**src/lplt_pkg.sv**
```systemverilog
// ----------------------------------------------------------------------------
// lplt_pkg
// shared constants and controller/datapath interface types for the tracker
// ----------------------------------------------------------------------------
package lplt_pkg;

  localparam int unsigned SAMPLE_BITS_DEF = 12;
  localparam int unsigned COUNT_BITS_DEF  = 16;
  localparam int unsigned BASE_RESET      = 1250;

  localparam logic REQ_SAMPLE = 1'b0;
  localparam logic REQ_REPORT = 1'b1;

  typedef struct packed {
    logic sample_en;
    logic report_load;
    logic div_step;
    logic result_load;
  } cmd_t;

  typedef struct packed {
    logic out_blocked;
  } sts_t;

endpackage

```
**src/lplt_ctrl.sv**
```systemverilog
// ----------------------------------------------------------------------------
// lplt_ctrl
// sequencer: takes words, runs the serial division of a report, hands the
// result to the output register
// ----------------------------------------------------------------------------
module lplt_ctrl #(
  parameter int unsigned SUM_BITS = lplt_pkg::SAMPLE_BITS_DEF + lplt_pkg::COUNT_BITS_DEF
) (
  input  logic            clk_i,
  input  logic            rst_ni,
  input  logic            in_valid_i,
  input  logic            req_type_i,
  output logic            in_stall_o,
  input  lplt_pkg::sts_t  sts_i,
  output lplt_pkg::cmd_t  cmd_o
);

  localparam int unsigned StepBits = (SUM_BITS > 1) ? $clog2(SUM_BITS) : 1;
  localparam logic [StepBits-1:0] LastStep = StepBits'(SUM_BITS - 1);

  typedef enum logic [1:0] {
    ST_IDLE,
    ST_DIVIDE,
    ST_FINISH
  } state_e;

  state_e              state_q, state_d;
  logic [StepBits-1:0] step_q, step_d;

  always_comb begin
    state_d = state_q;
    step_d  = step_q;
    cmd_o   = '0;
    unique case (state_q)
      ST_IDLE: begin
        if (in_valid_i) begin
          if (req_type_i == lplt_pkg::REQ_REPORT) begin
            cmd_o.report_load = 1'b1;
            step_d            = '0;
            state_d           = ST_DIVIDE;
          end else begin
            cmd_o.sample_en = 1'b1;
          end
        end
      end
      ST_DIVIDE: begin
        cmd_o.div_step = 1'b1;
        step_d         = step_q + 1'b1;
        if (step_q == LastStep) begin
          state_d = ST_FINISH;
        end
      end
      ST_FINISH: begin
        if (!sts_i.out_blocked) begin
          cmd_o.result_load = 1'b1;
          state_d           = ST_IDLE;
        end
      end
      default: begin
        state_d = ST_IDLE;
      end
    endcase
  end

  assign in_stall_o = (state_q != ST_IDLE);

  always_ff @(posedge clk_i or negedge rst_ni) begin
    if (!rst_ni) begin
      state_q <= ST_IDLE;
      step_q  <= '0;
    end else begin
      state_q <= state_d;
      step_q  <= step_d;
    end
  end

endmodule

```
**src/lplt_datapath.sv**
```systemverilog
// ----------------------------------------------------------------------------
// lplt_datapath
// level registers, peak accumulators, two serial dividers and output register
// ----------------------------------------------------------------------------
module lplt_datapath #(
  parameter int unsigned SAMPLE_BITS = lplt_pkg::SAMPLE_BITS_DEF,
  parameter int unsigned COUNT_BITS  = lplt_pkg::COUNT_BITS_DEF
) (
  input  logic                          clk_i,
  input  logic                          rst_ni,
  input  logic                          cfg_we_i,
  input  logic [SAMPLE_BITS-1:0]        cfg_data_i,
  input  logic [SAMPLE_BITS-1:0]        sample_i,
  input  lplt_pkg::cmd_t                cmd_i,
  output lplt_pkg::sts_t                sts_o,
  output logic                          out_valid_o,
  input  logic                          out_stall_i,
  output logic signed [SAMPLE_BITS:0]   avg_high_offset_o,
  output logic signed [SAMPLE_BITS:0]   max_offset_o,
  output logic signed [SAMPLE_BITS:0]   min_offset_o,
  output logic signed [SAMPLE_BITS:0]   avg_low_offset_o
);

  localparam int unsigned SB = SAMPLE_BITS;
  localparam int unsigned CB = COUNT_BITS;
  localparam int unsigned SW = SAMPLE_BITS + COUNT_BITS;

  logic [SB-1:0] base_q;
  logic [SB-1:0] max_q, min_q, last_q, older_q;
  logic [SW-1:0] hsum_q, lsum_q;
  logic [CB-1:0] hcnt_q, lcnt_q;

  logic [SB-1:0] max_d, min_d;
  logic          hpeak, lpeak;

  // divider state
  logic [SW-1:0] hq_q, lq_q, hq_d, lq_d;
  logic [CB-1:0] hr_q, lr_q, hr_d, lr_d;
  logic [CB-1:0] hc_q, lc_q;
  logic [CB:0]   hsh, lsh;
  logic          hge, lge;

  // max/min offsets held while dividing
  logic [SB:0]   maxo_q, mino_q;

  logic          out_valid_q;
  logic [SB:0]   oah_q, omax_q, omin_q, oal_q;
  logic [SB-1:0] hmean, lmean;

  // sample update
  always_comb begin
    max_d = (max_q == '0) ? sample_i : max_q;
    min_d = (min_q == '0) ? sample_i : min_q;
    if (sample_i > max_d) begin
      max_d = sample_i;
    end
    if (sample_i < min_d) begin
      min_d = sample_i;
    end
    hpeak = (last_q > older_q) && (last_q > sample_i) && (hcnt_q != '1);
    lpeak = (last_q < older_q) && (last_q < sample_i) && (lcnt_q != '1);
  end

  always_ff @(posedge clk_i or negedge rst_ni) begin
    if (!rst_ni) begin
      base_q  <= SB'(lplt_pkg::BASE_RESET);
      max_q   <= '0;
      min_q   <= '0;
      last_q  <= '0;
      older_q <= '0;
      hsum_q  <= '0;
      lsum_q  <= '0;
      hcnt_q  <= '0;
      lcnt_q  <= '0;
    end else begin
      if (cfg_we_i) begin
        base_q <= cfg_data_i;
      end
      if (cmd_i.sample_en) begin
        max_q   <= max_d;
        min_q   <= min_d;
        older_q <= last_q;
        last_q  <= sample_i;
        if (hpeak) begin
          hsum_q <= hsum_q + SW'(last_q);
          hcnt_q <= hcnt_q + 1'b1;
        end
        if (lpeak) begin
          lsum_q <= lsum_q + SW'(last_q);
          lcnt_q <= lcnt_q + 1'b1;
        end
      end else if (cmd_i.report_load) begin
        max_q  <= '0;
        min_q  <= '0;
        hsum_q <= '0;
        lsum_q <= '0;
        hcnt_q <= '0;
        lcnt_q <= '0;
      end
    end
  end

  // restoring division, one quotient bit a cycle per divider
  always_comb begin
    hsh  = {hr_q, hq_q[SW-1]};
    lsh  = {lr_q, lq_q[SW-1]};
    hge  = (hsh >= {1'b0, hc_q});
    lge  = (lsh >= {1'b0, lc_q});
    hr_d = hge ? CB'(hsh - {1'b0, hc_q}) : CB'(hsh);
    lr_d = lge ? CB'(lsh - {1'b0, lc_q}) : CB'(lsh);
    hq_d = {hq_q[SW-2:0], hge};
    lq_d = {lq_q[SW-2:0], lge};
  end

  always_ff @(posedge clk_i) begin
    if (cmd_i.report_load) begin
      hq_q   <= hsum_q;
      lq_q   <= lsum_q;
      hr_q   <= '0;
      lr_q   <= '0;
      hc_q   <= hcnt_q;
      lc_q   <= lcnt_q;
      maxo_q <= {1'b0, max_q} - {1'b0, base_q};
      mino_q <= {1'b0, min_q} - {1'b0, base_q};
    end else if (cmd_i.div_step) begin
      hq_q <= hq_d;
      lq_q <= lq_d;
      hr_q <= hr_d;
      lr_q <= lr_d;
    end
  end

  // empty count gives a zero mean
  assign hmean = (hc_q == '0) ? '0 : hq_q[SB-1:0];
  assign lmean = (lc_q == '0) ? '0 : lq_q[SB-1:0];

  // output register
  always_ff @(posedge clk_i or negedge rst_ni) begin
    if (!rst_ni) begin
      out_valid_q <= 1'b0;
    end else if (cmd_i.result_load) begin
      out_valid_q <= 1'b1;
    end else if (!out_stall_i) begin
      out_valid_q <= 1'b0;
    end
  end

  always_ff @(posedge clk_i) begin
    if (cmd_i.result_load) begin
      oah_q  <= {1'b0, hmean} - {1'b0, base_q};
      omax_q <= maxo_q;
      omin_q <= mino_q;
      oal_q  <= {1'b0, lmean} - {1'b0, base_q};
    end
  end

  assign sts_o.out_blocked = out_valid_q && out_stall_i;
  assign out_valid_o       = out_valid_q;
  assign avg_high_offset_o = oah_q;
  assign max_offset_o      = omax_q;
  assign min_offset_o      = omin_q;
  assign avg_low_offset_o  = oal_q;

endmodule

```
**src/local_peak_level_tracker_top.sv**
```systemverilog
// ----------------------------------------------------------------------------
// local_peak_level_tracker_top
// running extremes and local peak averages of a sensor sample stream
// ----------------------------------------------------------------------------
// input words carry req_type_i and sample_i under in_valid_i / in_stall_o;
// a sample word updates max, min, history and the peak sums and gives no
// result. a report word gives one result word on out_valid_o / out_stall_i
// with the four levels minus base_level and clears the sums, counts and
// extremes, keeping the sample history.
// in a report both averages come from two restoring dividers that settle one
// quotient bit a cycle, then the result goes into the output register.
// in_stall_o is high while a report is being worked on.
// a waiting result does not block sample words; a following report finishes
// its division and then holds until the output register is free.
// the user writes base_level through cfg_we_i / cfg_data_i while idle; the
// block does not enforce this. reset clears all levels, sums and counts, sets
// base_level to 1250 and leaves the output empty.
// ----------------------------------------------------------------------------
module local_peak_level_tracker_top #(
  parameter int unsigned SAMPLE_BITS = lplt_pkg::SAMPLE_BITS_DEF,
  parameter int unsigned COUNT_BITS  = lplt_pkg::COUNT_BITS_DEF
) (
  input  logic                        clk_i,
  input  logic                        rst_ni,
  input  logic                        cfg_we_i,
  input  logic [SAMPLE_BITS-1:0]      cfg_data_i,
  input  logic                        in_valid_i,
  output logic                        in_stall_o,
  input  logic                        req_type_i,
  input  logic [SAMPLE_BITS-1:0]      sample_i,
  output logic                        out_valid_o,
  input  logic                        out_stall_i,
  output logic signed [SAMPLE_BITS:0] avg_high_offset_o,
  output logic signed [SAMPLE_BITS:0] max_offset_o,
  output logic signed [SAMPLE_BITS:0] min_offset_o,
  output logic signed [SAMPLE_BITS:0] avg_low_offset_o
);

  lplt_pkg::cmd_t cmd;
  lplt_pkg::sts_t sts;

  lplt_ctrl #(
    .SUM_BITS (SAMPLE_BITS + COUNT_BITS)
  ) u_ctrl (
    .clk_i      (clk_i),
    .rst_ni     (rst_ni),
    .in_valid_i (in_valid_i),
    .req_type_i (req_type_i),
    .in_stall_o (in_stall_o),
    .sts_i      (sts),
    .cmd_o      (cmd)
  );

  lplt_datapath #(
    .SAMPLE_BITS (SAMPLE_BITS),
    .COUNT_BITS  (COUNT_BITS)
  ) u_datapath (
    .clk_i             (clk_i),
    .rst_ni            (rst_ni),
    .cfg_we_i          (cfg_we_i),
    .cfg_data_i        (cfg_data_i),
    .sample_i          (sample_i),
    .cmd_i             (cmd),
    .sts_o             (sts),
    .out_valid_o       (out_valid_o),
    .out_stall_i       (out_stall_i),
    .avg_high_offset_o (avg_high_offset_o),
    .max_offset_o      (max_offset_o),
    .min_offset_o      (min_offset_o),
    .avg_low_offset_o  (avg_low_offset_o)
  );

endmodule
```
**config.mk**
```make
export PLATFORM = sky130hd
export DESIGN_NAME = local_peak_level_tracker_top
export DESIGN_NICKNAME = d
export VERILOG_FILES = /design/src/lplt_pkg.sv /design/src/lplt_ctrl.sv /design/src/lplt_datapath.sv /design/src/local_peak_level_tracker_top.sv
export SDC_FILE = /design/constraint.sdc
export NUM_CORES = 1
export LEC_CHECK = 0
export ABC_AREA = 1
export BUFFER_PORTS_ARGS = -buffer_cell sky130_fd_sc_hd__buf_2
export CAP_MARGIN = 20
export CORE_MARGIN = 3
export CORE_UTILIZATION = 45
export CTS_BUF_LIST = sky130_fd_sc_hd__clkbuf_16
export DETAILED_ROUTE_END_ITERATION = 8
export MAX_ROUTING_LAYER = met4
export SYNTH_ARGS = -nofsm -noshare
export SYNTH_HDL_FRONTEND = slang
export SYNTH_SLANG_ARGS = --single-unit
```
**constraint.sdc**
```tcl
create_clock -name clk_i -period 11.3 [get_ports clk_i]
set_input_delay 0.565 -clock clk_i [delete_from_list [all_inputs] [get_ports clk_i]]
set_output_delay 0.565 -clock clk_i [all_outputs]
set_load 0.05 [all_outputs]
```
==> impl_metrics.json <==
{
  "start_util_pct": 46.18,
  "worst_ir_drop_vdd_v": 0.0001324,
  "synth_async_sr_flop_share_pct": 44.07,
  "htreeDepth": 2,
  "pin_count": 84,
  "vias": 19245,
  "report.final.slew_viol_count": 0,
  "die_h_um": 228.7,
  "run_status": "completed",
  "grt_pass1_wl_um": 99020,
  "synthTopCellsByCount": "929 x nand2_1, 384 x inv_1, 234 x nand3_1",
  "overflow": 0,
  "yosysTopAreaCell": "edfxtp_1",
  "clk_latency_ns": 0.58,
  "fin_nets": 3175,
  "power.leakage_nw": 11.93,
  "worstSetupEndpointType": "flop",
  "firstDrtPassIters": 5,
  "syn_inst": 2908,
  "required_ns": 11.69,
  "n_antenna_cell": 0,
  "cts_sinks": 354,
  "grt_usage_pct": 24.06,
  "fillers": 4716,
  "hold_violations": 0,
  "gp_congestion": 0.9467,
  "grt_max_degree": 88,
  "synth_ff_type": "edfxtp_1",
  "drt_iter0_drc": 1509,
  "core_um2": 48350,
  "hp-class": "input port to asynchronous set/reset pin",
  "post-route-period-util_pct": 34.14,
  "die-area_um2": 52320,
  "wire_per_inst_um": 16.79,
  "syn2layout_area_growth_pct": 10.84,
  "die_w_um": 228.7,
  "worstSetupStartpointType": "flop",
  "ys_warn_count": 0,
  "synth_edf_count": 166,
  "yosysTopAreaCellShare_pct": 22.33,
  "num_rows": 80,
  "clk_pin_slew_ns": 0.06,
  "finClkSkew_ns": 0.02991,
  "yosys.cell_count.top_type": "nand2_1",
  "post_cts_buffers": 0,
  "clockRootBuffer": "clkbuf_16",
  "final-setup-viol-count": 0,
  "whs_ns": 0.07167,
  "synthesis.nets": 3100,
  "cts_resized": 0,
  "cts_buffers": 41,
  "cts_tree": "yes",
  "rsz0062_at_grt": "false",
  "drive_gt1_share_pct": 6.003,
  "relSlewSlack_pct": 36.76,
  "critPathMaxFanout": 44,
  "grt_pass1_vias": 18299,
  "crit_slowest_cell": "inv_2",
  "multi_input_area_um2": 11070,
  "postCtsHoldBufs": 0,
  "fin_crit_ns": 3.857,
  "clock_path_buffers": 3,
  "power.density_nw_per_um2": 264.7,
  "ys_top_cells_by_area": "edfxtp_1 22%, dfrtp_1 17%, nand2_1 16%, ha_1 8.6%, inv_1 6.5%",
  "drv_cap": 0,
  "drcViolationCount": 0,
  "slowest_delay_ns": 0.45,
  "avgViaCountPerCell": 5.242,
  "antenna_found_initial": 0,
  "cpLargestDelayFamily": "buffers and inverters",
  "portBuffers": 83,
  "ant_nets": 0,
  "cp.arrival_ns": 4.25,
  "register_area_um2": 9535,
  "worst_slew_pin_slew_ns": 0.9486,
  "crit_buf_inv": 4,
  "ys_seq_area_share_pct": 42.71,
  "wl_um": 61620,
  "ys_types": 47,
  "dp_hpwl_um": 45540,
  "syn-mean-instance-area_um2": 7.678,
  "max_clock_freq_mhz": 259.2,
  "syn_area_um2": 22330,
  "crit_type": "flop to flop",
  "crit_chain": "nor2_4 > nand2_4 > nor2_8 > buf_4 > inv_2 > nor2_1 > nand3_1 > nand2_1 > buf_4 > inv_2 > nand2_1 > o21ai_0",
  "fin_setup_tns_ns": 0,
  "ys_ff_latch": 354,
  "post-route-util_pct": 51.19
}
-- cell families after synthesis --
logic type,count (synthesis),share of synthesized area (%)
adders and majority gates,162,9.348
AOI/OAI and AO/OA,345,8.199
buffers and inverters,456,7.818
muxes,2,0.09527
xor gates and xnor gates,81,3.178
DFF,354,42.71
and+or+nand+nor,1508,28.65
-- cell type report --
type	count	share of cell area, %
clock inverter	34	1.128
timing repair buffer	96	2.179
tap	656	3.317
sequential	354	38.53
clock buffer	41	4.146
inverter	392	5.946
multi-input combinational	2098	44.75
-- worst register-to-register path: cells and delay by family (launching register included) --
| family | cells | cell delay (ns) |
|---|---|---|
| flops | 1 | 0.43 |
| buf+inv | 4 | 1.63 |
| compound gates | 1 | 0.10 |
| simple gates | 7 | 1.53 |
-- routing by layer --
metal	vias to the layer above	global-route usage, %	part of all wire (%)
met5	-	-	0
met4	0	5.249	1.9
met3	78	3.888	5.8
met2	513	36.36	43
li1	9667	-	-
met1	8987	34.18	49
-- registers in the layout (all words and copies together), names as in the netlist, 16 cells and up --
register	cells
u_datapath.lc_q	16
u_datapath.lsum_q	28
u_datapath.hr_q	16
u_datapath.lr_q	16
u_datapath.hcnt_q	16
u_datapath.hc_q	16
u_datapath.lcnt_q	16
u_datapath.hsum_q	28
u_datapath.lq_q	28
u_datapath.hq_q	28
-- stage by stage --
stage | total power [mW] | cell area, um2 | instances | worst slack, ns
2_1_floorplan | 4.357 | 22330 | 2908 | 7.671
3_3_place_gp | 5.156 | 23410 | 3595 | 7.548
3_5_place_dp | 5.211 | 23410 | 3595 | 7.413
4_1_cts | 6.559 | 24720 | 3670 | 7.440
5_1_grt | 7.120 | 24750 | 3671 | 7.112
6_report | 6.552 | 24750 | 3671 | 7.443
-- power by group --
part,total (mW),switching [mW],internal [mW]
Sequential,2.16,0.321,1.84
Combinational,3.08,1.98,1.10
Clock,1.31,0.556,0.755
-- cell usage in the layout (no fill, tap or decap), types with 4 or more instances in the layout --
master     Yosys  routed
nand2_1      929     928
inv_1        384     392
nand3_1      234     233
nor2_1       185     184
o21ai_0      180     180
edfxtp_1     166     166
ha_1         154     154
dfrtp_1      151     151
a21oi_1      106     105
buf_2         15      82
nand4_1       51      51
xor2_1        50      50
nand3b_1      47      47
clkbuf_16      0      41
nor3_1        36      36
dfxtp_1       32      32
xnor2_1       31      31
clkinv_1       5      13
o21ai_1       12      12
o22ai_1       12      12
buf_4          0      12
a21o_1         8       8
fa_1           8       8
clkinv_2       0       7
nor4_1         6       6
a31oi_1        6       6
o21bai_1       6       6
and2_1         6       6
dfstp_2        5       5
inv_2          3       4
nand2_2        3       4
bufinv_16      0       4
-- worst paths after layout --
| check | slack (ns) | cells past startpoint | start | end |
|---|---|---|---|---|
| max | 7.44 | 12 | u_ctrl.state_q[1] | u_datapath.lsum_q[20] |
| max reg2reg | 7.44 | 12 | u_ctrl.state_q[1] | u_datapath.lsum_q[20] |
| min | 0.07 | 1 | rst_ni | u_datapath.older_q[9] |
| max in group asynchronous | 9.67 | 2 | rst_ni | u_datapath.hsum_q[5] |
| min in group clk_i | 0.20 | 3 | cfg_data_i[11] | u_datapath.base_q[11] |
| min reg2reg | 0.42 | 0 | u_datapath.mino_q[7] | u_datapath.min_offset_o[7] |
No activity file was read; power rests on OpenSTA's default activity.
